[src/jsu_pkg.sv]
// shared types for the json string unescaper
// result group passed from the decoder to the output serializer
// no dependencies
`default_nettype none
package jsu_pkg;

    localparam int unsigned ByteW = 8;
    localparam int unsigned MaxOut = 3;

    typedef logic [ByteW-1:0] byte_t;

    typedef struct packed {
        logic [1:0]                cnt;
        logic [MaxOut-1:0][ByteW-1:0] data;
        logic                      eos;
    } group_t;

endpackage
`default_nettype wire

[src/jsu_decode.sv]
// escape decoder: decode state registers and single-step decode logic
// turns one source byte into a group of up to three result bytes
// depends on jsu_pkg
`default_nettype none
module jsu_decode (
    input  wire logic            aclk,
    input  wire logic            aresetn,
    input  wire logic            en,
    input  wire jsu_pkg::byte_t  in_byte,
    input  wire logic            eos,
    output jsu_pkg::group_t      grp
);

    typedef enum logic [1:0] {
        MODE_PLAIN = 2'd0,
        MODE_ESC   = 2'd1,
        MODE_UHEX  = 2'd2
    } mode_t;

    localparam jsu_pkg::byte_t ChBslash = 8'h5c;
    localparam jsu_pkg::byte_t ChQuote  = 8'h22;
    localparam jsu_pkg::byte_t ChB      = 8'h62;
    localparam jsu_pkg::byte_t ChF      = 8'h66;
    localparam jsu_pkg::byte_t ChN      = 8'h6e;
    localparam jsu_pkg::byte_t ChR      = 8'h72;
    localparam jsu_pkg::byte_t ChT      = 8'h74;
    localparam jsu_pkg::byte_t ChU      = 8'h75;

    function automatic jsu_pkg::group_t utf8_enc(input logic [15:0] u);
        jsu_pkg::group_t g;
        g = '0;
        if (u < 16'h0080) begin
            g.cnt = 2'd1;
            g.data[0] = u[7:0];
        end else if (u < 16'h0800) begin
            g.cnt = 2'd2;
            g.data[0] = {3'b110, u[10:6]};
            g.data[1] = {2'b10, u[5:0]};
        end else begin
            g.cnt = 2'd3;
            g.data[0] = {4'b1110, u[15:12]};
            g.data[1] = {2'b10, u[11:6]};
            g.data[2] = {2'b10, u[5:0]};
        end
        return g;
    endfunction

    mode_t       mode_reg, mode_next;
    logic [1:0]  seen_reg, seen_next;
    logic [15:0] code_reg, code_next;
    logic        stop_reg, stop_next;

    logic        is_hex;
    logic [3:0]  hex_val;
    logic [15:0] code_upd;

    always_comb begin
        is_hex  = 1'b0;
        hex_val = in_byte[3:0];
        if (in_byte >= 8'h30 && in_byte <= 8'h39) begin
            is_hex = 1'b1;
        end else if ((in_byte >= 8'h61 && in_byte <= 8'h66) ||
                     (in_byte >= 8'h41 && in_byte <= 8'h46)) begin
            is_hex  = 1'b1;
            hex_val = in_byte[3:0] + 4'd9;
        end
    end

    assign code_upd = (!stop_reg && is_hex) ? {code_reg[11:0], hex_val} : code_reg;

    always_comb begin
        mode_next = mode_reg;
        seen_next = seen_reg;
        code_next = code_reg;
        stop_next = stop_reg;
        grp       = '0;
        unique case (mode_reg)
            MODE_ESC: begin
                mode_next = MODE_PLAIN;
                grp.cnt   = 2'd1;
                case (in_byte)
                    ChBslash: grp.data[0] = ChBslash;
                    ChQuote:  grp.data[0] = ChQuote;
                    ChB:      grp.data[0] = 8'h08;
                    ChF:      grp.data[0] = 8'h0c;
                    ChN:      grp.data[0] = 8'h0a;
                    ChR:      grp.data[0] = 8'h0d;
                    ChT:      grp.data[0] = 8'h09;
                    ChU: begin
                        mode_next = MODE_UHEX;
                        seen_next = 2'd0;
                        code_next = 16'h0000;
                        stop_next = 1'b0;
                        grp.cnt   = eos ? 2'd1 : 2'd0;
                    end
                    default: begin
                        grp.cnt     = 2'd2;
                        grp.data[0] = ChBslash;
                        grp.data[1] = in_byte;
                    end
                endcase
            end
            MODE_UHEX: begin
                stop_next = stop_reg | ~is_hex;
                code_next = code_upd;
                if (seen_reg == 2'd3 || eos) begin
                    grp       = utf8_enc(code_upd);
                    mode_next = MODE_PLAIN;
                    seen_next = 2'd0;
                    code_next = 16'h0000;
                    stop_next = 1'b0;
                end else begin
                    seen_next = seen_reg + 2'd1;
                end
            end
            default: begin
                if (in_byte == ChBslash) begin
                    if (eos) begin
                        grp.cnt     = 2'd1;
                        grp.data[0] = ChBslash;
                    end else begin
                        mode_next = MODE_ESC;
                    end
                end else begin
                    mode_next   = MODE_PLAIN;
                    grp.cnt     = 2'd1;
                    grp.data[0] = in_byte;
                end
            end
        endcase
        grp.eos = eos;
        if (eos) begin
            mode_next = MODE_PLAIN;
            seen_next = 2'd0;
            code_next = 16'h0000;
            stop_next = 1'b0;
        end
    end

    always_ff @(posedge aclk) begin
        if (!aresetn) begin
            mode_reg <= MODE_PLAIN;
            seen_reg <= 2'd0;
            code_reg <= 16'h0000;
            stop_reg <= 1'b0;
        end else if (en) begin
            mode_reg <= mode_next;
            seen_reg <= seen_next;
            code_reg <= code_next;
            stop_reg <= stop_next;
        end
    end

endmodule
`default_nettype wire

[src/jsu_emit.sv]
// result register and serializer: holds one result group and sends its bytes
// one per request on the output channel
// depends on jsu_pkg
`default_nettype none
module jsu_emit (
    input  wire logic            aclk,
    input  wire logic            aresetn,
    input  wire logic            load,
    input  wire jsu_pkg::group_t grp,
    output logic                 free,
    output logic                 m_valid,
    input  wire logic            m_ready,
    output jsu_pkg::byte_t       m_out_byte,
    output logic                 m_run_last,
    output logic                 m_string_done
);

    jsu_pkg::group_t grp_reg;
    logic            vld_reg;
    logic [1:0]      idx_reg;
    logic            pop;
    logic            fin;

    assign m_valid = vld_reg;
    assign pop     = vld_reg && m_ready;
    assign m_run_last    = (idx_reg == grp_reg.cnt - 2'd1);
    assign m_string_done = m_run_last && grp_reg.eos;
    assign fin     = pop && m_run_last;
    assign free    = !vld_reg || fin;

    always_comb begin
        case (idx_reg)
            2'd0:    m_out_byte = grp_reg.data[0];
            2'd1:    m_out_byte = grp_reg.data[1];
            default: m_out_byte = grp_reg.data[2];
        endcase
    end

    always_ff @(posedge aclk) begin
        if (!aresetn) begin
            vld_reg <= 1'b0;
            idx_reg <= 2'd0;
        end else if (load) begin
            vld_reg <= (grp.cnt != 2'd0);
            idx_reg <= 2'd0;
        end else if (fin) begin
            vld_reg <= 1'b0;
        end else if (pop) begin
            idx_reg <= idx_reg + 2'd1;
        end
    end

    always_ff @(posedge aclk) begin
        if (load) begin
            grp_reg <= grp;
        end
    end

endmodule
`default_nettype wire

[src/json_string_unescape_utf8_top.sv]
// top level of the json string unescaper with utf-8 output
// input register, escape decoder and result serializer
// depends on jsu_pkg, jsu_decode, jsu_emit
`default_nettype none
// One source byte per request on s_, one unescaped byte per request on m_.
// A request is held in an input register, decoded combinationally into a group
// of zero to three result bytes that is loaded into the result register, and
// the group is sent from there one byte per cycle while m_ready is high.
// Throughput is one input byte per cycle while each byte yields at most one
// result and m_ready is high; a byte yielding n results (an unknown escape
// gives two, a \u escape up to three) holds the result register until all n
// are sent. Bytes that yield nothing (a backslash, the u and the first three
// hex digits of a \u escape) do not occupy the result register. m_run_last
// marks the last result of an input byte, m_string_done the last result of a
// string; every byte flagged end_of_string yields a result and returns the decoder to its reset state.
module json_string_unescape_utf8_top (
    input  wire logic           aclk,
    input  wire logic           aresetn,
    input  wire logic           s_valid,
    output logic                s_ready,
    input  wire jsu_pkg::byte_t s_in_byte,
    input  wire logic           s_end_of_string,
    output logic                m_valid,
    input  wire logic           m_ready,
    output jsu_pkg::byte_t      m_out_byte,
    output logic                m_run_last,
    output logic                m_string_done
);

    logic            in_vld_reg;
    jsu_pkg::byte_t  in_byte_reg;
    logic            in_eos_reg;
    logic            free;
    logic            load;
    jsu_pkg::group_t grp;

    assign load    = in_vld_reg && free;
    assign s_ready = !in_vld_reg || free;

    always_ff @(posedge aclk) begin
        if (!aresetn) begin
            in_vld_reg <= 1'b0;
        end else if (s_ready) begin
            in_vld_reg <= s_valid;
        end
    end

    always_ff @(posedge aclk) begin
        if (s_valid && s_ready) begin
            in_byte_reg <= s_in_byte;
            in_eos_reg  <= s_end_of_string;
        end
    end

    jsu_decode u_decode (
        .aclk    (aclk),
        .aresetn (aresetn),
        .en      (load),
        .in_byte (in_byte_reg),
        .eos     (in_eos_reg),
        .grp     (grp)
    );

    jsu_emit u_emit (
        .aclk          (aclk),
        .aresetn       (aresetn),
        .load          (load),
        .grp           (grp),
        .free          (free),
        .m_valid       (m_valid),
        .m_ready       (m_ready),
        .m_out_byte    (m_out_byte),
        .m_run_last    (m_run_last),
        .m_string_done (m_string_done)
    );

endmodule
`default_nettype wire

[config.mk]
export PLATFORM = sky130hd
export DESIGN_NAME = json_string_unescape_utf8_top
export DESIGN_NICKNAME = d
export VERILOG_FILES = /design/src/jsu_pkg.sv /design/src/jsu_decode.sv /design/src/jsu_emit.sv /design/src/json_string_unescape_utf8_top.sv
export SDC_FILE = /design/constraint.sdc
export NUM_CORES = 1
export LEC_CHECK = 0
export ABC_AREA = 1
export BUFFER_PORTS_ARGS = -buffer_cell sky130_fd_sc_hd__buf_2
export CORE_ASPECT_RATIO = 0.6
export CORE_MARGIN = 3
export CORE_UTILIZATION = 35
export CTS_CLUSTER_SIZE = 10
export DETAILED_ROUTE_END_ITERATION = 8
export HOLD_SLACK_MARGIN = 0.05
export PLACE_DENSITY = 0.55
export SLEW_MARGIN = 15
export SYNTH_ARGS = -nofsm -noshare
export SYNTH_HDL_FRONTEND = slang
export SYNTH_HIERARCHICAL = 1
export SYNTH_SLANG_ARGS = --single-unit
[constraint.sdc]
create_clock -name aclk -period 2.43 [get_ports aclk]
set_input_delay 0.3645 -clock aclk [delete_from_list [all_inputs] [get_ports aclk]]
set_output_delay 0.3645 -clock aclk [all_outputs]
set_load 0.005 [all_outputs]
### After elaboration in Yosys (flattened, before gate mapping)

Cells that the tools add are included.

* bits in registers: 61
* input port bits: 13
* output and inout port bits: 12
* logic and storage cells: 118

* add/sub/neg operators: 4
* magnitude comparators: 8
* eq/ne operators: 15
* muxes and demuxes: 42
* bitwise operators: 6
* reductions and logical operators: 28

Operators by type and width (number)
* two-way mux 16 bit: 5
* equality test 8 x 7 -> 1 bit (second input constant): 7
* case mux 7 bit (7 select lines): 1
* case mux 8 bit (2 select lines): 3
* two-way mux 8 bit: 4
* case mux 16 bit (2 select lines): 1
* two-way mux 27 bit: 1
* greater-or-equal comparator 8 x 7 -> 1 bit (second input constant): 2
* less-or-equal comparator 8 x 7 -> 1 bit (second input constant): 2
* < comparator 16 x 12 -> 1 bit (second input constant): 1
* < comparator 16 x 8 -> 1 bit (second input constant): 1
* case mux 2 bit (2 select lines): 4
* two-way mux 14 bit: 1
* two-way mux 2 bit: 7
* two-way mux 1 bit: 11
* logical AND 1 bit: 9
* equality test 8 x 6 -> 1 bit (second input constant): 1
* greater-or-equal comparator 8 x 6 -> 1 bit (second input constant): 1
* less-or-equal comparator 8 x 6 -> 1 bit (second input constant): 1
* two-way mux 4 bit: 2
* OR reduction 8 bit: 1
* two-way mux 7 bit: 1
* OR reduction 7 bit: 1
* NOT 1 bit: 5
* other kinds (20): 30

### Depth between registers and ports, before layout

Gate-level depths: netlist (run 1).

* word-level depth: 14
* mapped depth: 20
* mapped depth without buffers: 18

### By module

The synthesis (run 1) kept the hierarchy.

By module, submodules not included
* jsu_decode: instances 1, cells an instance 369, area an instance 2144.6 µm², sequential area each 420.4 µm²
* jsu_emit: instances 1, cells an instance 92, area an instance 1212.4 µm², sequential area each 870.8 µm²
* json_string_unescape_utf8_top: instances 1, cells an instance 18, area an instance 329.1 µm², sequential area each 290.3 µm²

### Least setup slack after synthesis (run 1)

Ideal clock, no wire load.

* path kind: reg2reg
* start: register in_byte_reg[0]
* end: register u_emit.vld_reg, in the netlist u_emit/m_valid
* setup time: 0.126 ns
* arrival: 2.332 ns
* data required time: 2.304 ns
* setup slack: -0.027 ns
* cell stages (with the launch flop): 20
* path buffers: 2
* period minus slack after synthesis: 2.457 ns
* cells stage by stage: edfxtp_1 -> inv_1 -> ha_1 -> nand3_1 -> nand3_2 -> nand2_4 -> nand2_4 -> buf_6 -> buf_6 -> nand2_1 -> nand2_1 -> nand2_1 -> nor2_2 -> nand3_1 -> nand2_1 -> inv_1 -> nand2_1 -> nand2_1 -> o31ai_1 -> a21oi_2

RTL lines
* from (decl): line json_string_unescape_utf8_top.sv:31 `jsu_pkg::byte_t in_byte_reg;`
* from (signal assigned): line json_string_unescape_utf8_top.sv:50 `in_byte_reg <= s_in_byte;`
* to (signal assigned): line jsu_emit.sv:44 `vld_reg <= (grp.cnt != 2'd0);`
* to (decl): line jsu_emit.sv:19 `logic vld_reg;`

==> results of run 1 <==
-- what timing repair did --
item	CTS	global route
resized for setup	34	60
setup buffers	11	10
pin swaps	22	31
hold buffers	0	0
gates cloned	1	0
setup endpoints to repair	14	30
-- per-stage QoR --
step	setup WS (ns)	hold slack (ns)	area (µm²)	cells
floorplan	0.005015	0.4445	3686	479
global placement	-0.07393	0.4531	4408	693
detailed placement	-0.1819	0.4622	4408	693
CTS	0.01380	0.1944	4897	720
global route	-0.1480	0.1975	5195	730
finish	-0.03501	0.2042	5195	730
-- cell type report --
cell class | count | area, µm²
repair buffers | 113 | 839.6
inverters | 63 | 239.0
clock buffers | 9 | 225.2
well taps | 135 | 168.9
flip-flops and latches | 61 | 1582
fillers | 943 | 4860
multi-input cells | 342 | 2098
clock inverters | 7 | 42.54
-- where the power goes --
group / internal [W] / switching (W) / total [W]
sequential: 0.00114 / 0.0000171 / 0.00116
combinational: 0.000173 / 0.000246 / 0.000419
clock: 0.000680 / 0.000462 / 0.00114
-- final timing paths --
kind,start,to,slack (ns),cells after the start
worst min register to register,u_decode/code_reg[1],u_decode/code_reg[1],0.47,2
worst max-delay path,in_byte_reg[0],u_emit/m_valid,-0.04,18
worst max register to register,in_byte_reg[0],u_emit/m_valid,-0.04,18
worst min-delay path,s_in_byte[5],in_byte_reg[5],0.20,1
-- worst register-to-register path: stages, from the launching register on --
cell and delay (ns):
edfxtp_1 0.46, inv_2 0.12, ha_4 0.16, nand2_2 0.05, nand3_2 0.08, nand2_4 0.07, nand2_8 0.12, nand2_8 0.08
buf_6 0.15, nand2_4 0.05, nand2_4 0.05, nor2_4 0.16, nand2_4 0.09, nor2_8 0.11, nand2_4 0.09, nand2_4 0.09
a21oi_4 0.07, o31ai_4 0.28, a21oi_2 0.05
-- routing by layer --
layer  routed length [µm]  up-vias  global-route usage [%]
li1                     -     1795                       -
met4                  121        0                   5.650
met2                 4240      116                   24.16
met5                    0        -                       0
met1                 6182     1670                   31.91
met3                  725       17                   3.955
-- logic make-up (layout without fill, tap and decap cells) --
group / after synthesis / in the layout / synth area share [%]
buf+inv: 77 / 192 / 9.063
mux: 1 / 1 / 0.2716
compound gates: 76 / 76 / 11.61
flops: 61 / 61 / 42.91
simple gates: 252 / 253 / 32.52
other cells: 1 / 1 / 0.1017
xor+xnor: 2 / 2 / 0.4753
fa+ha+maj: 9 / 9 / 3.055
-- cell usage in the layout (no fill, tap or decap), types with 10 or more instances in the layout --
master / instances
a21oi_1: 37
buf_2: 24
buf_4: 80
dfxtp_1: 25
edfxtp_1: 36
inv_1: 49
inv_2: 10
nand2_1: 108
nand2_2: 29
nand2_4: 14
nand3_1: 25
nor2_1: 34
o21ai_0: 11
==> results.json, run 1 <==
{
  "status": "complete, but fails checks",
  "violations": "setup timing",
  "vias": 3598,
  "area_delta_synth_final_pct": 40.94,
  "synthTopCellsByArea": "edfxtp_1 29%, dfxtp_1 14%, nand2_1 13%",
  "layout.nets": 612,
  "drive_gt1_share_pct": 37.98,
  "first_pass_iters": 5,
  "synthArstFlopShare_pct": 0,
  "grt_antenna_before_repair": 0,
  "peakVddDrop_uv": 300.0,
  "clkTransAtPathRegs_ns": 0.05,
  "synth_seq_area_share_pct": 42.91,
  "synth_common_cells": "131 x nand2_1, 54 x inv_1, 44 x a21oi_1, 40 x nor2_1, 36 x edfxtp_1",
  "rows": 28,
  "cts_tree": "yes",
  "start_util_pct": 36.66,
  "finalWirelength_um": 11270,
  "syn_inst": 479,
  "finalCritPeriodShare_pct": 101.4,
  "synth.most_common_cell": "nand2_1",
  "fin_crit_ns": 2.465,
  "dieArea_um2": 11840,
  "path_cells": "inv_2 -> ha_4 -> nand2_2 -> nand3_2 -> nand2_4 -> nand2_8 -> nand2_8 -> buf_6 -> nand2_4 -> nand2_4 -> nor2_4 -> nand2_4 -> nor2_8 -> nand2_4 -> nand2_4 -> a21oi_4 -> o31ai_4 -> a21oi_2",
  "drc": 0,
  "overflow": 0,
  "cap_violations": 0,
  "layout_setup_ws_ns": -0.03501,
  "setup_viol": 3,
  "yosysTopAreaCellShare_pct": 29.33,
  "crit_top_cell": "nand2_4",
  "max_slew_margin_pct": 57.80,
  "largest_reg_flops": 27,
  "yosysTopAreaCell": "edfxtp_1",
  "first_iter_violations": 246,
  "grt_max_degree": 30,
  "die-width_um": 138.5,
  "worst_pin_slew_ns": 0.6291,
  "rsz0062_at_grt": "true",
  "ys.flop_type": "edfxtp_1",
  "critical_path_class": "reg2reg",
  "syn_nets": 501,
  "cts_made_buffers": 9,
  "ys_ff_latch": 61,
  "final_hold_viol_count": 0,
  "worstHoldPathType": "in2reg",
  "fp.dieH_um": 85.49,
  "syn_avg_cell_area_um2": 7.695,
  "cts_max_level": 3,
  "grt_pass1_vias": 3306,
  "io_buffers": 24,
  "cp.required_ns": 2.65,
  "synth.distinct_cells": 36,
  "drv_slew": 0,
  "arrival_ns": 2.68,
  "finClkSkew_ns": 0.005328,
  "worst-path-max-fanout": 8,
  "cts_buffer_depth": 2,
  "p_total_w": 0.002717,
  "power.density_nw_per_um2": 522.9,
  "cellLeakagePower_nw": 2.282,
  "cts_num_sinks": 61,
  "yosys_warnings": 6,
  "fmax_ghz": 0.4057,
  "fin_util_pct": 51.67,
  "grt_usage_pct": 19.26,
  "critPathTopFamily": "simple AND/OR/NAND/NOR gates",
  "viasPerCell": 4.929,
  "hpwl_um": 8469,
  "crit_path_max_incr_delay_ns": 0.46,
  "clkLatencyLatePin_ns": 0.33,
  "core-area_um2": 10050,
  "synthesis.area_um2": 3686,
  "synth_edf_count": 36,
  "num_io_pins": 25,
  "critPathSlowestCell": "edfxtp_1",
  "cp-start-kind": "register",
  "end_kind": "register",
  "fin_tns_setup_ns": -0.05539,
  "gp_congestion": 0.9055,
  "cts_root_buffer": "clkbuf_16",
  "diodes": 0,
  "route.detailed.wl_per_inst_um": 15.44,
  "grt_pass1_wl_um": 17660,
  "cp_num_buf_inv": 2,
  "antenna_left": 0
}
No activity file was read; power rests on OpenSTA's default activity.
==> run 2, diff against run 1 <==
--- a/config.mk
+++ b/config.mk
@@ -13,6 +13,7 @@
 export CTS_CLUSTER_SIZE = 10
 export DETAILED_ROUTE_END_ITERATION = 8
 export HOLD_SLACK_MARGIN = 0.05
+export MAX_ROUTING_LAYER = met4
 export PLACE_DENSITY = 0.55
 export SLEW_MARGIN = 15
 export SYNTH_ARGS = -nofsm -noshare
==> run 2 against run 1 <==
  * The flow still finishes with violations (setup timing)
  * Flip-flop and latch count stayed put
  * Via count is 2.5% lower
  * Clock power grew 9.6%
  * Sequential share of layout area grew 0.84 points
  * Critical endpoint is now u_emit/grp_reg[1]
  * Critical path type unchanged
  * Setup slack got worse by 0.024 ns
  * Non-clock buffer count decreased by 11
  * Design area decreased by 2.7%
==> results.json, run 2 (synthesis results as in run 1) <==
{
  "fin_cells": 720,
  "dieArea_um2": 11840,
  "arrival_ns": 2.57,
  "multi_input_area_um2": 2051,
  "r2r_cells": 18,
  "rsz0062_at_grt": "true",
  "final_common_cell": "nand2_1",
  "finalInstanceArea_um2": 5056,
  "max_slew_margin_pct": 59.50,
  "cellLeakagePower_nw": 2.229,
  "end_kind": "register",
  "violations": "setup timing",
  "largest_reg_flops": 27,
  "clkTransAtPathRegs_ns": 0.05,
  "diodes": 0,
  "peakVddDrop_uv": 381.6,
  "fp.dieH_um": 85.49,
  "cts_buffer_depth": 2,
  "drc": 0,
  "cts_made_buffers": 9,
  "worst_pin_slew_ns": 0.6038,
  "fin_tns_setup_ns": -0.2737,
  "clkLatencyLatePin_ns": 0.33,
  "cts_max_level": 3,
  "area_delta_synth_final_pct": 37.17,
  "power_frac_seq_pct": 41.4,
  "dpl_cell_area_um2": 4408,
  "first_pass_iters": 5,
  "fin_crit_ns": 2.489,
  "cap_violations": 0,
  "route.detailed.wl_per_inst_um": 15.33,
  "critical_path_class": "reg2reg",
  "power.density_nw_per_um2": 553.4,
  "fin_util_pct": 50.29,
  "grt-busiest-layer": "met1",
  "grt_antenna_before_repair": 0,
  "gp_congestion": 0.9219,
  "finClkSkew_ns": 0.005526,
  "status": "complete, but fails checks",
  "cts_num_sinks": 61,
  "drive_gt1_share_pct": 34.87,
  "use_met3_pct": 4.903,
  "use_met1_pct": 31.25,
  "p_sw_share_pct": 25.50,
  "dpl.cell_count": 693,
  "fillCellCount": 971,
  "vias": 3509,
  "most-common-layout-cells": "118 x nand2_1, 75 x buf_4, 51 x inv_1",
  "io_buffers": 24,
  "viasPerCell": 4.874,
  "layout.nets": 602,
  "p_comb_share_pct": 13.9,
  "cp-start-kind": "register",
  "setup_viol": 10,
  "grt_max_degree": 30,
  "cp.required_ns": 2.51,
  "power_switching_w": 0.0007136,
  "finalCritPeriodShare_pct": 102.4,
  "die-width_um": 138.5,
  "cts_tree": "yes",
  "layout_setup_ws_ns": -0.05915,
  "hold_depth": 1,
  "core-area_um2": 10050,
  "regArea_um2": 1582,
  "hpwl_um": 8411,
  "grt_pass1_vias": 3276,
  "grt_usage_pct": 19.65,
  "rows": 28,
  "p_clk_share_pct": 44.7,
  "finalWirelength_um": 11040,
  "worstHoldPathType": "in2reg",
  "overflow": 0,
  "use_met2_pct": 23.63,
  "first_iter_violations": 243,
  "cts_root_buffer": "clkbuf_16",
  "grt_pass1_wl_um": 17510,
  "antenna_left": 0,
  "drv_slew": 0,
  "final_hold_viol_count": 0,
  "worst-path-max-fanout": 7,
  "start_util_pct": 36.66,
  "fmax_ghz": 0.4017,
  "p_int_w": 0.002084,
  "num_io_pins": 25
}
## run 2: changes by cell type in the layout (fill, tap and decap cells not counted), moves of 3 or more
cell     change
o21ai_1      -3
nand2_1     +10
buf_6        -5
buf_4        -5
nor2_2       +3
nand2_2      -7
nor2_4       -3
## run 2: path summary, 6_finish.rpt
path | startpoint | to | slack (ns)
worst min-delay path | s_in_byte[3] | in_byte_reg[3] | 0.20
worst max-delay path | in_byte_reg[0] | u_emit/grp_reg[1] | -0.06
worst max register to register | in_byte_reg[0] | u_emit/grp_reg[1] | -0.06
worst min register to register | u_decode/code_reg[1] | u_decode/code_reg[1] | 0.47
## run 2: layout make-up
class / instances / share of cell area [%]
inverter: 63 / 4.677
clock buffer: 10 / 4.529
sequential: 61 / 31.28
clock inverter: 6 / 1.262
tap: 135 / 3.341
timing repair buffer: 102 / 14.35
multi-input combinational: 343 / 40.56
## run 2: timing repair
action | 4_1_cts | 5_1_grt
gates resized for setup | 11 | 53
pin swaps | 6 | 29
buffers inserted | 3 | 6
setup endpoints to repair | 16 | 42
hold buffers | 0 | 0
cloned | 0 | 2
## run 2: stage by stage
stage	setup slack [ns]	hold WS, ns	total power, W
2_1_floorplan	0.005015	0.4445	0.001369
3_3_place_gp	-0.05800	0.4543	0.001511
3_5_place_dp	-0.1631	0.4573	0.001513
4_1_cts	-0.03772	0.1914	0.002790
5_1_grt	-0.1927	0.1883	0.002943
6_report	-0.05915	0.2029	0.002798
## run 2: per-layer routing
layer  vias up  part of all wire, %
met1      1600                   53
li1       1770                    -
met2       128                   37
met5         -                    0
met3        11                  9.4
met4         0                  1.0
## run 2: worst max-delay path, stage by stage, from the launching register on
cell	delay [ns]
edfxtp_1	0.49
inv_2	0.12
ha_4	0.15
nand2_2	0.06
nand3_2	0.09
nand2_4	0.08
nand2_8	0.13
nand2_8	0.08
buf_6	0.14
nand2_4	0.06
nand2_4	0.05
nor2_4	0.16
nand2_4	0.09
nor2_8	0.14
nand2_4	0.09
nand2_2	0.11
nand2_1	0.05
nand2_1	0.08
a21oi_2	0.06
## run 2: power groups by stage
stage          registers, W  clock network [W]  logic [W]
6_report            0.00116            0.00125   0.000389
5_1_grt             0.00116            0.00135   0.000428
3_3_place_gp        0.00118                  0   0.000333
4_1_cts             0.00116            0.00129   0.000346
2_1_floorplan       0.00118                  0   0.000193
3_5_place_dp        0.00118                  0   0.000334
==> run 3, diff against run 2 <==
==> constraint.sdc (replaced) <==
create_clock -name aclk -period 2.1 [get_ports aclk]
set_input_delay 0.315 -clock aclk [delete_from_list [all_inputs] [get_ports aclk]]
set_output_delay 0.315 -clock aclk [all_outputs]
set_load 0.005 [all_outputs]
==> run 3 against run 2 <==
  * The flow still finishes with violations (setup timing)
  * Combinational power is 30% higher
  * Setup slack worse by 0.22 ns
  * Hold slack got worse by 0.046 ns
  * Non-clock buffer count rose by 25
  * Sequential power is 16% higher
  * Core utilization increased by 4.2 points
  * Design area rose by 8.4%
  * Clock-buffer cell count is 1 lower
  * Clock power rose by 26%
  * Largest power group unchanged
  * Highest routed layer unchanged
==> results.json, run 3 (synthesis results as in run 1) <==
{
  "io_buffers": 24,
  "cp.required_ns": 2.32,
  "grt_max_degree": 30,
  "viasPerCell": 4.942,
  "drv_slew": 0,
  "fin_crit_ns": 2.382,
  "route.detailed.wl_per_inst_um": 15.85,
  "hpwl_um": 8556,
  "die-width_um": 138.5,
  "grt_antenna_before_repair": 0,
  "max_slew_margin_pct": 65.07,
  "core-area_um2": 10050,
  "arrival_ns": 2.61,
  "power.density_nw_per_um2": 623.1,
  "cp_num_buf_inv": 2,
  "finClkSkew_ns": 0.006815,
  "cts_buffer_depth": 2,
  "critPathTopFamily": "simple AND/OR/NAND/NOR gates",
  "critPathSlowestCell": "edfxtp_1",
  "crit_top_cell": "nand2_4",
  "grt_usage_pct": 19.72,
  "crit_path_max_incr_delay_ns": 0.45,
  "status": "complete, but fails checks",
  "power_switching_w": 0.0008517,
  "start_util_pct": 36.66,
  "path_cells": "ha_4 -> inv_2 -> nand3_2 -> nand3_2 -> nand2_4 -> clkbuf_16 -> nand3_1 -> nand2_2 -> nor2_4 -> nand2_4 -> nor2_8 -> nand2_4 -> nand2_4 -> a21oi_2 -> o31ai_2 -> a21oi_2",
  "end_kind": "register",
  "finalInstanceArea_um2": 5479,
  "cts_made_buffers": 9,
  "grt_pass1_vias": 3350,
  "worstSetupPathDepth": 16,
  "hold_depth": 1,
  "overflow": 0,
  "p_int_w": 0.002562,
  "cellLeakagePower_nw": 2.416,
  "first_iter_violations": 216,
  "worstHoldPathType": "in2reg",
  "num_io_pins": 25,
  "fin_util_pct": 54.49,
  "finalCritPeriodShare_pct": 113.4,
  "p_clk_share_pct": 46.0,
  "rows": 28,
  "fp.dieH_um": 85.49,
  "final_common_cell": "nand2_1",
  "drc": 0,
  "cp-start-kind": "register",
  "most-common-layout-cells": "111 x nand2_1, 89 x buf_4, 42 x inv_1",
  "gp_congestion": 0.9630,
  "hold_ws_ns": 0.1573,
  "hold_buffers": 0,
  "vias": 3672,
  "area_delta_synth_final_pct": 48.64,
  "worst-path-max-fanout": 7,
  "p_comb_share_pct": 14.8,
  "dpl_cell_area_um2": 4577,
  "p_total_w": 0.003414,
  "cts_root_buffer": "clkbuf_16",
  "cts_num_sinks": 61,
  "critical_path_class": "reg2reg",
  "dieArea_um2": 11840,
  "p_sw_share_pct": 24.95,
  "grt_pass1_wl_um": 17760,
  "rsz0062_at_grt": "true",
  "cap_violations": 0,
  "clkLatencyLatePin_ns": 0.33,
  "setup_viol": 25,
  "cts_tree": "yes",
  "diodes": 0,
  "first_pass_iters": 5,
  "drive_gt1_share_pct": 43.75,
  "antenna_left": 0,
  "largest_reg_flops": 27,
  "cts_max_level": 3,
  "layout_setup_ws_ns": -0.2821,
  "layout.nets": 625,
  "finalWirelength_um": 11770,
  "r2r_cells": 16,
  "fin_tns_setup_ns": -3.995,
  "worst_pin_slew_ns": 0.5234,
  "power_frac_seq_pct": 39.2,
  "fmax_ghz": 0.4198,
  "violations": "setup timing",
  "peakVddDrop_uv": 576.9,
  "clkTransAtPathRegs_ns": 0.06,
  "final_hold_viol_count": 0
}
-- run 3: cell types whose count changed in the layout (fill, tap and decap cells not counted), moves of 3 or more --
cell,change
o21ai_2,+6
nand3_1,-7
inv_2,+7
buf_6,+6
o21ai_0,-6
clkbuf_16,+3
nand2_1,-7
nand2_2,+4
buf_4,+14
nand3_2,+8
inv_1,-9
nor2_4,+3
-- run 3: metal layers --
metal,vias up,global-route usage (%),wire [µm]
met3,16,4.847,684
met5,-,-,0
met4,0,3.946,122
li1,1826,-,-
met2,99,24.65,4626
met1,1731,31.28,6338
-- run 3: timing repair --
| item | 4_1_cts | 5_1_grt |
|---|---|---|
| endpoints found under the setup margin | 50 | 51 |
| buffers inserted | 7 | 10 |
| gates resized for setup | 32 | 79 |
| pin swaps | 10 | 33 |
| cloned | 0 | 3 |
| endpoints found under the hold margin | 0 | 0 |
-- run 3: power by group through the flow --
stage / logic, W / registers [W] / clock network, W
floorplan: 0.000232 / 0.00136 / 0
finish: 0.000504 / 0.00134 / 0.00157
global placement: 0.000416 / 0.00136 / 0
global route: 0.000553 / 0.00134 / 0.00166
detailed placement: 0.000420 / 0.00136 / 0
CTS: 0.000446 / 0.00134 / 0.00160
-- run 3: cell type report --
type / count / area [µm²]
Timing Repair Buffer: 127 / 1013
Inverter: 63 / 255.2
Tap cell: 135 / 168.9
Fill cell: 922 / 4576
Sequential cell: 61 / 1583
Multi-Input combinational cell: 341 / 2143
Clock buffer: 9 / 225.2
Clock inverter: 7 / 90.09
-- run 3: final timing paths --
check | start | end | slack [ns]
worst min register to register | u_decode/code_reg[1] | u_decode/code_reg[1] | 0.47
worst min-delay path | s_end_of_string | in_eos_reg | 0.16
worst max register to register | in_byte_reg[0] | u_emit/m_valid | -0.28
worst max-delay path | in_byte_reg[0] | u_emit/m_valid | -0.28
-- run 3: metrics by stage --
stage / setup slack, ns / cells
5_1_grt: -0.4387 / 743
2_1_floorplan: -0.1674 / 479
3_3_place_gp: -0.3150 / 707
3_5_place_dp: -0.3287 / 707
6_report: -0.2821 / 743
4_1_cts: -0.2440 / 730
